===== src/design/lls_pkg.sv =====
// Shared types and constants for the least-load server dispatcher.
// No dependencies; every other design file imports this package.
`default_nettype none

package lls_pkg;

    localparam int NUM_SERVERS = 8;
    localparam int COUNT_WIDTH = 16;

    // Fixed field widths of the request, response and register map
    localparam int IDX_W      = 3;
    localparam int CNT_OUT_W  = 16;
    localparam int SCNT_W     = 4;
    localparam int APB_ADDR_W = 3;
    localparam int APB_DATA_W = 32;

    localparam int SRV_W   = (NUM_SERVERS > 1) ? $clog2(NUM_SERVERS) : 1;
    localparam int TREE_P  = 1 << SRV_W;
    localparam int NCNT_W  = $clog2(NUM_SERVERS + 1);
    localparam int EFF_W   = (NCNT_W > SCNT_W) ? NCNT_W : SCNT_W;

    localparam logic [COUNT_WIDTH-1:0] COUNT_MAX = '1;

    typedef enum logic
    {
        OP_DISPATCH = 1'b0,
        OP_RELEASE  = 1'b1
    } opcode_t;

    typedef enum logic [1:0]
    {
        ST_OK      = 2'd0,
        ST_NONE    = 2'd1,
        ST_UNKNOWN = 2'd2
    } status_t;

    typedef enum logic
    {
        REG_MODE         = 1'b0,
        REG_SERVER_COUNT = 1'b1
    } cfg_reg_t;

    typedef enum logic
    {
        MODE_ROUND_ROBIN = 1'b0,
        MODE_LEAST_LOAD  = 1'b1
    } mode_t;

    typedef struct packed
    {
        opcode_t          opcode;
        logic [IDX_W-1:0] server_index;
    } req_item_t;

    typedef struct packed
    {
        status_t              status;
        logic [IDX_W-1:0]     chosen_server;
        logic [CNT_OUT_W-1:0] active_count;
    } rsp_item_t;

    // Configuration as seen by the datapath: server count already clamped
    typedef struct packed
    {
        mode_t            mode;
        logic [EFF_W-1:0] n_active;
    } cfg_t;

    // State write-back produced for one item
    typedef struct packed
    {
        logic                   cnt_wr;
        logic [SRV_W-1:0]       cnt_idx;
        logic [COUNT_WIDTH-1:0] cnt_val;
        logic                   rr_wr;
        logic [SRV_W-1:0]       rr_val;
    } upd_t;

    typedef logic [NUM_SERVERS-1:0][COUNT_WIDTH-1:0] count_arr_t;

endpackage : lls_pkg

`default_nettype wire


===== src/design/lls_cfg.sv =====
// APB-style register block: mode and server_count.
// Depends on lls_pkg; presents the clamped server count to the datapath.
`default_nettype none

module lls_cfg
(
    input  wire logic                           clk,
    input  wire logic                           rst_n,
    input  wire logic                           psel,
    input  wire logic                           penable,
    input  wire logic                           pwrite,
    input  wire logic [lls_pkg::APB_ADDR_W-1:0] paddr,
    input  wire logic [lls_pkg::APB_DATA_W-1:0] pwdata,
    output logic      [lls_pkg::APB_DATA_W-1:0] prdata,
    output logic                                pready,
    output lls_pkg::cfg_t                       cfg
);
    import lls_pkg::*;

    mode_t             mode_reg;
    logic [SCNT_W-1:0] server_count_reg;
    logic              wr_en;
    cfg_reg_t          reg_sel;

    assign pready  = 1'b1;
    assign wr_en   = psel & penable & pwrite;
    assign reg_sel = cfg_reg_t'(paddr[2]);

    always_ff @(posedge clk or negedge rst_n)
    begin
        if (!rst_n)
        begin
            mode_reg         <= MODE_LEAST_LOAD;
            server_count_reg <= '0;
        end
        else if (wr_en)
        begin
            unique case (reg_sel)
                REG_MODE:         mode_reg         <= mode_t'(pwdata[0]);
                REG_SERVER_COUNT: server_count_reg <= pwdata[SCNT_W-1:0];
                default:          mode_reg         <= mode_reg;
            endcase
        end
    end

    always_comb
    begin
        unique case (reg_sel)
            REG_MODE:         prdata = APB_DATA_W'(mode_reg);
            REG_SERVER_COUNT: prdata = APB_DATA_W'(server_count_reg);
            default:          prdata = '0;
        endcase
    end

    // Counts above the number of physical servers act as the full set
    always_comb
    begin
        cfg.mode = mode_reg;
        if (EFF_W'(server_count_reg) > EFF_W'(NUM_SERVERS))
            cfg.n_active = EFF_W'(NUM_SERVERS);
        else
            cfg.n_active = EFF_W'(server_count_reg);
    end

endmodule : lls_cfg

`default_nettype wire


===== src/design/lls_engine.sv =====
// Per-item datapath: server choice (round robin or minimum tree), count update.
// Depends on lls_pkg; purely combinational, driven from the request register.
`default_nettype none

module lls_engine
(
    input  wire lls_pkg::cfg_t              cfg,
    input  wire lls_pkg::req_item_t         req,
    input  wire lls_pkg::count_arr_t        counts,
    input  wire logic [lls_pkg::SRV_W-1:0]  rr_ptr,
    output lls_pkg::rsp_item_t              rsp,
    output lls_pkg::upd_t                   upd
);
    import lls_pkg::*;

    // Heap-ordered minimum tree; key MSB marks servers outside the active set
    logic [COUNT_WIDTH:0]   node_key [2*TREE_P-1];
    logic [SRV_W-1:0]       node_idx [2*TREE_P-1];
    logic [SRV_W-1:0]       rr_sel;
    logic [SRV_W-1:0]       rr_inc;
    logic [SRV_W-1:0]       sel;
    logic [SRV_W-1:0]       rel_idx;
    logic [COUNT_WIDTH-1:0] sel_cnt;
    logic [COUNT_WIDTH-1:0] rel_cnt;
    logic [COUNT_WIDTH-1:0] inc_cnt;
    logic [COUNT_WIDTH-1:0] dec_cnt;
    logic                   rel_known;

    always_comb
    begin
        for (int i = 0; i < TREE_P; i++)
        begin
            node_idx[TREE_P-1+i] = SRV_W'(i);
            if (i < NUM_SERVERS && EFF_W'(i) < cfg.n_active)
                node_key[TREE_P-1+i] = {1'b0, counts[i]};
            else
                node_key[TREE_P-1+i] = '1;
        end
        // Right child wins only when strictly smaller: ties keep the lower index
        for (int k = TREE_P - 2; k >= 0; k--)
        begin
            if (node_key[2*k+2] < node_key[2*k+1])
            begin
                node_key[k] = node_key[2*k+2];
                node_idx[k] = node_idx[2*k+2];
            end
            else
            begin
                node_key[k] = node_key[2*k+1];
                node_idx[k] = node_idx[2*k+1];
            end
        end
    end

    always_comb
    begin
        // Stale pointer restarts at server 0
        if (EFF_W'(rr_ptr) < cfg.n_active)
            rr_sel = rr_ptr;
        else
            rr_sel = '0;
        if (EFF_W'(rr_sel) + EFF_W'(1) >= cfg.n_active)
            rr_inc = '0;
        else
            rr_inc = rr_sel + SRV_W'(1);
    end

    assign sel       = (cfg.mode == MODE_ROUND_ROBIN) ? rr_sel : node_idx[0];
    assign rel_idx   = SRV_W'(req.server_index);
    assign rel_known = (EFF_W'(req.server_index) < cfg.n_active);
    assign sel_cnt   = counts[sel];
    assign rel_cnt   = counts[rel_idx];
    assign inc_cnt   = (sel_cnt == COUNT_MAX) ? sel_cnt : sel_cnt + COUNT_WIDTH'(1);
    assign dec_cnt   = (rel_cnt == '0) ? rel_cnt : rel_cnt - COUNT_WIDTH'(1);

    always_comb
    begin
        rsp.status        = ST_OK;
        rsp.chosen_server = '0;
        rsp.active_count  = '0;
        upd.cnt_wr        = 1'b0;
        upd.cnt_idx       = sel;
        upd.cnt_val       = inc_cnt;
        upd.rr_wr         = 1'b0;
        upd.rr_val        = rr_inc;

        unique case (req.opcode)
            OP_DISPATCH:
            begin
                if (cfg.n_active == '0)
                    rsp.status = ST_NONE;
                else
                begin
                    rsp.chosen_server = IDX_W'(sel);
                    rsp.active_count  = CNT_OUT_W'(inc_cnt);
                    upd.cnt_wr        = 1'b1;
                    upd.rr_wr         = (cfg.mode == MODE_ROUND_ROBIN);
                end
            end
            OP_RELEASE:
            begin
                rsp.chosen_server = req.server_index;
                if (!rel_known)
                    rsp.status = ST_UNKNOWN;
                else
                begin
                    rsp.active_count = CNT_OUT_W'(dec_cnt);
                    upd.cnt_wr       = 1'b1;
                    upd.cnt_idx      = rel_idx;
                    upd.cnt_val      = dec_cnt;
                end
            end
            default:
            begin
                rsp.status = ST_OK;
            end
        endcase
    end

endmodule : lls_engine

`default_nettype wire


===== src/design/least_load_server_dispatcher_core.sv =====
// Top level of the least-load / round-robin server dispatcher.
// Depends on lls_pkg, lls_cfg and lls_engine.
//
//   channel   | direction | handshake           | payload
//   ----------+-----------+---------------------+-------------------------
//   req       | in        | req_valid/req_ready | opcode, server_index
//   rsp       | out       | rsp_valid/rsp_ready | status, server, count
//   apb       | in        | psel/penable/pready | mode, server_count
//
// One item per cycle sustained while results are taken. An item is
// registered on acceptance, goes through the selection logic from the request
// register and its result is registered once the result slot is free. The
// per-cycle path is the server minimum tree plus the count increment. Reset
// clears all counts and the round-robin pointer at once. A stalled result
// holds the request register, and ready drops only when both are full and
// the result is not taken.
`default_nettype none

module least_load_server_dispatcher_core
(
    input  wire logic                           clk,
    input  wire logic                           rst_n,
    input  wire logic                           req_valid,
    output logic                                req_ready,
    input  wire lls_pkg::req_item_t             req,
    output logic                                rsp_valid,
    input  wire logic                           rsp_ready,
    output lls_pkg::rsp_item_t                  rsp,
    input  wire logic                           psel,
    input  wire logic                           penable,
    input  wire logic                           pwrite,
    input  wire logic [lls_pkg::APB_ADDR_W-1:0] paddr,
    input  wire logic [lls_pkg::APB_DATA_W-1:0] pwdata,
    output logic      [lls_pkg::APB_DATA_W-1:0] prdata,
    output logic                                pready
);
    import lls_pkg::*;

    cfg_t             cfg;
    logic             req_vld_reg;
    req_item_t        req_reg;
    logic             rsp_vld_reg;
    rsp_item_t        rsp_reg;
    count_arr_t       counts_reg;
    logic [SRV_W-1:0] rr_reg;
    rsp_item_t        rsp_next;
    upd_t             upd;
    logic             fire;

    lls_cfg u_cfg
    (
        .clk     (clk),
        .rst_n   (rst_n),
        .psel    (psel),
        .penable (penable),
        .pwrite  (pwrite),
        .paddr   (paddr),
        .pwdata  (pwdata),
        .prdata  (prdata),
        .pready  (pready),
        .cfg     (cfg)
    );

    lls_engine u_engine
    (
        .cfg    (cfg),
        .req    (req_reg),
        .counts (counts_reg),
        .rr_ptr (rr_reg),
        .rsp    (rsp_next),
        .upd    (upd)
    );

    // The item in the request register is processed when the result slot frees
    assign fire      = req_vld_reg & (~rsp_vld_reg | rsp_ready);
    assign req_ready = ~req_vld_reg | fire;
    assign rsp_valid = rsp_vld_reg;
    assign rsp       = rsp_reg;

    always_ff @(posedge clk or negedge rst_n)
    begin
        if (!rst_n)
        begin
            req_vld_reg <= 1'b0;
            rsp_vld_reg <= 1'b0;
            rr_reg      <= '0;
            counts_reg  <= '0;
        end
        else
        begin
            if (req_ready)
                req_vld_reg <= req_valid;
            if (fire)
                rsp_vld_reg <= 1'b1;
            else if (rsp_ready)
                rsp_vld_reg <= 1'b0;
            if (fire && upd.cnt_wr)
                counts_reg[upd.cnt_idx] <= upd.cnt_val;
            if (fire && upd.rr_wr)
                rr_reg <= upd.rr_val;
        end
    end

    always_ff @(posedge clk)
    begin
        if (req_ready && req_valid)
            req_reg <= req;
        if (fire)
            rsp_reg <= rsp_next;
    end

endmodule : least_load_server_dispatcher_core

`default_nettype wire

===== config.mk =====
export PLATFORM = sky130hd
export DESIGN_NAME = least_load_server_dispatcher_core
export DESIGN_NICKNAME = d
export VERILOG_FILES = /design/src/design/lls_pkg.sv /design/src/design/lls_cfg.sv /design/src/design/lls_engine.sv /design/src/design/least_load_server_dispatcher_core.sv
export SDC_FILE = /design/constraint.sdc
export NUM_CORES = 1
export LEC_CHECK = 0
export ABC_AREA = 0
export BUFFER_PORTS_ARGS = -buffer_cell sky130_fd_sc_hd__buf_4
export CELL_PAD_IN_SITES_DETAIL_PLACEMENT = 1
export CELL_PAD_IN_SITES_GLOBAL_PLACEMENT = 1
export CORE_MARGIN = 4
export CORE_UTILIZATION = 43
export CTS_CLUSTER_SIZE = 25
export DETAILED_ROUTE_END_ITERATION = 10
export GPL_ROUTABILITY_DRIVEN = 0
export PLACE_DENSITY_LB_ADDON = 0.1
export SLEW_MARGIN = 20
export SYNTH_ARGS = -nofsm -noshare
export SYNTH_HDL_FRONTEND = slang
export SYNTH_SLANG_ARGS = --single-unit

===== constraint.sdc =====
create_clock -name clk -period 10.35 [get_ports clk]
set_clock_uncertainty 0.1 [all_clocks]
set_input_delay 0 -clock clk [delete_from_list [all_inputs] [get_ports clk]]
set_output_delay 0 -clock clk [all_outputs]
set_load 0.02 [all_outputs]

==> impl_results.md <==
- Outcome: complete, no violations
- Synthesis-stage register bit count: around 160
- Routed len/inst: 27.2 microns
- Initial antenna violation count: 0
- RSZ-0062 raised after global routing: yes
- Vias in the first global route: about 16000
- Max reg flops: between 100 and 150
- Worst Max-Slew Pin Slew: about 1100 ps
- GRT Overall Usage: 0.335
- Root buffer cell: clkbuf_16
- Design area: ~0.018 sq mm
- Layout cells sized above 1: 0.256
- Worst EP required: about 10000 ps
- HPWL after DPL: between 50000 and 60000 microns
- Global-route wire length before repair: just under 100000 microns
- Synth Warn #: 0
- DR vias: ~15000
- Final count of pins violating max slew: 0
- Core area: approximately 0.035 sq mm
- Slew headroom: 0.239
- Place WS: -300 ps
- Largest net degree at the start of global routing: between 70 and 80
- I/O Pins: slightly above 100
- Total gr overflow: 0
- Drt pass-1 iters: 5
- Reg2reg path depth: 48
- Worst R2R Setup Slack: ~320 ps
- Setup CP Type: reg2reg
- Die Y: between 150 and 200 microns
- Crit path DAT: around 10000 ps
- Finish-stage setup viols: 0
- Rows: approximately 70
- Tmin final: approximately 10000 ps
- Post-synth EDFFs: 25
- Ranking of synthesized cells by area: dfrtp_1, ha_1, mux2_2, nor2_1, a21oi_1
- Area Growth Syn to Fin: 21.8%
- DR vias/cell: between 6 and 7
- Max Freq: ~100 MHz
- WL final: between 60000 and 70000 microns
- Max Cap Viol: 0
- CP Capture Type: flip-flop
- Synth unique cells: 93
- R2r startpoint: u_cfg.server_count_reg[2]
- Post-synth top flop: dfrtp_1
- Die width: a little under 200 microns
- Ys async rst share: 0.847
- Synth area leader: dfrtp_1
- Die area: 0.0380 sq mm
- Startpoint Class: flip-flop
- Reg2reg end: rsp[14]
- Routed Antenna Nets: 0
- Skew-Pair Late Insertion Delay: 460 ps
- TritonCTS buffer count: 17
- DRT iter0 DRCs: 1292
- Starting Density: 0.436
- Hold Path Class: in2async
- NumNets Final: approximately 2100
- Top-count cell post-synth: nor2_1
- Dpl cell area: roughly 0.017 sq mm
- # diodes: 0
- Port Buf Inserts: between 40 and 50
- DRC: 0
- Synthesized cell area: between 0.015 and 0.02 sq mm
- Fin. Hold Viols: 0
- Clock-pin slew on the worst setup and hold paths: about 60 ps
- Register area share after synthesis: 0.280
- CTS tree: done
- Clock Tree Buf Depth: 2
- Fin crit share: 0.969
- CTS HTree Levels: 4
- Crit path max fanout: 9
- Sink Count: ~160
- Yosys top cell area share: 0.228
- Slowest CP cell: or4_1
- Final setup margin: about 320 ps
- Synth top cells by count: nor2_1, a21oi_1, nand2_1, dfrtp_1, ha_1
- Crit-path most repeated cell: buf_4
- Crit path largest cell delay: 570 ps
- Avg Cell Area, Syn: roughly 8.5 sq um
- Cells after Synth: 1776
cell families after synthesis:
| family | synth area share |
|---|---|
| adder cells (fa/ha/maj) | 0.101 |
| AND/OR/NAND/NOR | 0.199 |
| flip-flops | 0.280 |
| buffers and inverters | 0.0583 |
| XOR/XNOR | 0.00931 |
| multiplexers | 0.148 |
| other | 0.000499 |
| AO/OA/AOI/OAI | 0.204 |
final cells by class:
cell class | count | area (sq um)
Sequential cell | 163 | 4210
Tap cell | 455 | 569
Clock buffer | 20 | 467
Multi-Input combinational cell | 1444 | 10400
Fill cell | 4047 | 16200
Timing Repair Buffer | 261 | 2220
Inverter | 69 | 259
Clock inverter | 12 | 154
through the flow:
stage          std cells  TNS [ps]   util  hold WS (ps)
5_1_grt             2424     -1190  0.530          62.1
6_report            2424         0  0.530          10.6
2_1_floorplan       1803         0      -          -396
3_5_place_dp        2355    -11310  0.491         -46.4
4_1_cts             2406         0  0.516          42.5
3_3_place_gp        2355     -2570  0.491         -63.2
what timing repair did:
item / CTS / global route
buffers inserted: 0 / 17
resized for setup: 12 / 68
hold endpoints to repair: 81 / 0
setup endpoints to repair: 112 / 144
pin swaps: 0 / 19
hold buffers: 19 / 0
gates cloned: 0 / 1
worst max-delay path by stage:
stage	from	end	slack, ps
after floorplan	u_cfg.server_count_reg[0]	rsp[1]	220
after global placement	u_cfg.server_count_reg[2]	counts_reg[28]	-120
after detailed placement	u_cfg.server_count_reg[2]	counts_reg[108]	-300
after CTS	u_cfg.server_count_reg[2]	rsp[5]	20
after global routing	u_cfg.server_count_reg[0]	counts_reg[4]	-70
final	u_cfg.server_count_reg[2]	rsp[14]	320
metal layers:
layer	global-route usage	share of wire	up-vias
met5	0	0	-
met4	0.187	0.066	0
met3	0.0647	0.072	185
met2	0.538	0.46	644
met1	0.425	0.40	7689
li1	-	-	6806
cell usage in the layout (no fill, tap or decap), drive strengths merged, types with 45 or more instances in the layout:
cell and count:
nand2 153, nor2 255, a21oi 179, mux2 102
dfrtp 137, buf 241, inv 69, nand3 45
o21ai 98, ha 121
worst max-delay path: cells and delay by family, from the launching register on:
| kind | cells | cell delay (ps) |
|---|---|---|
| AOI/OAI and AO/OA | 13 | 2280 |
| adders and majority gates | 3 | 940 |
| buffers and inverters | 17 | 2670 |
| DFF | 1 | 490 |
| muxes | 1 | 390 |
| and+or+nand+nor | 14 | 2910 |
Power is left out: the tool's default activity adds up to more than one toggle a clock period on the data nets, which glitch-free logic cannot reach.
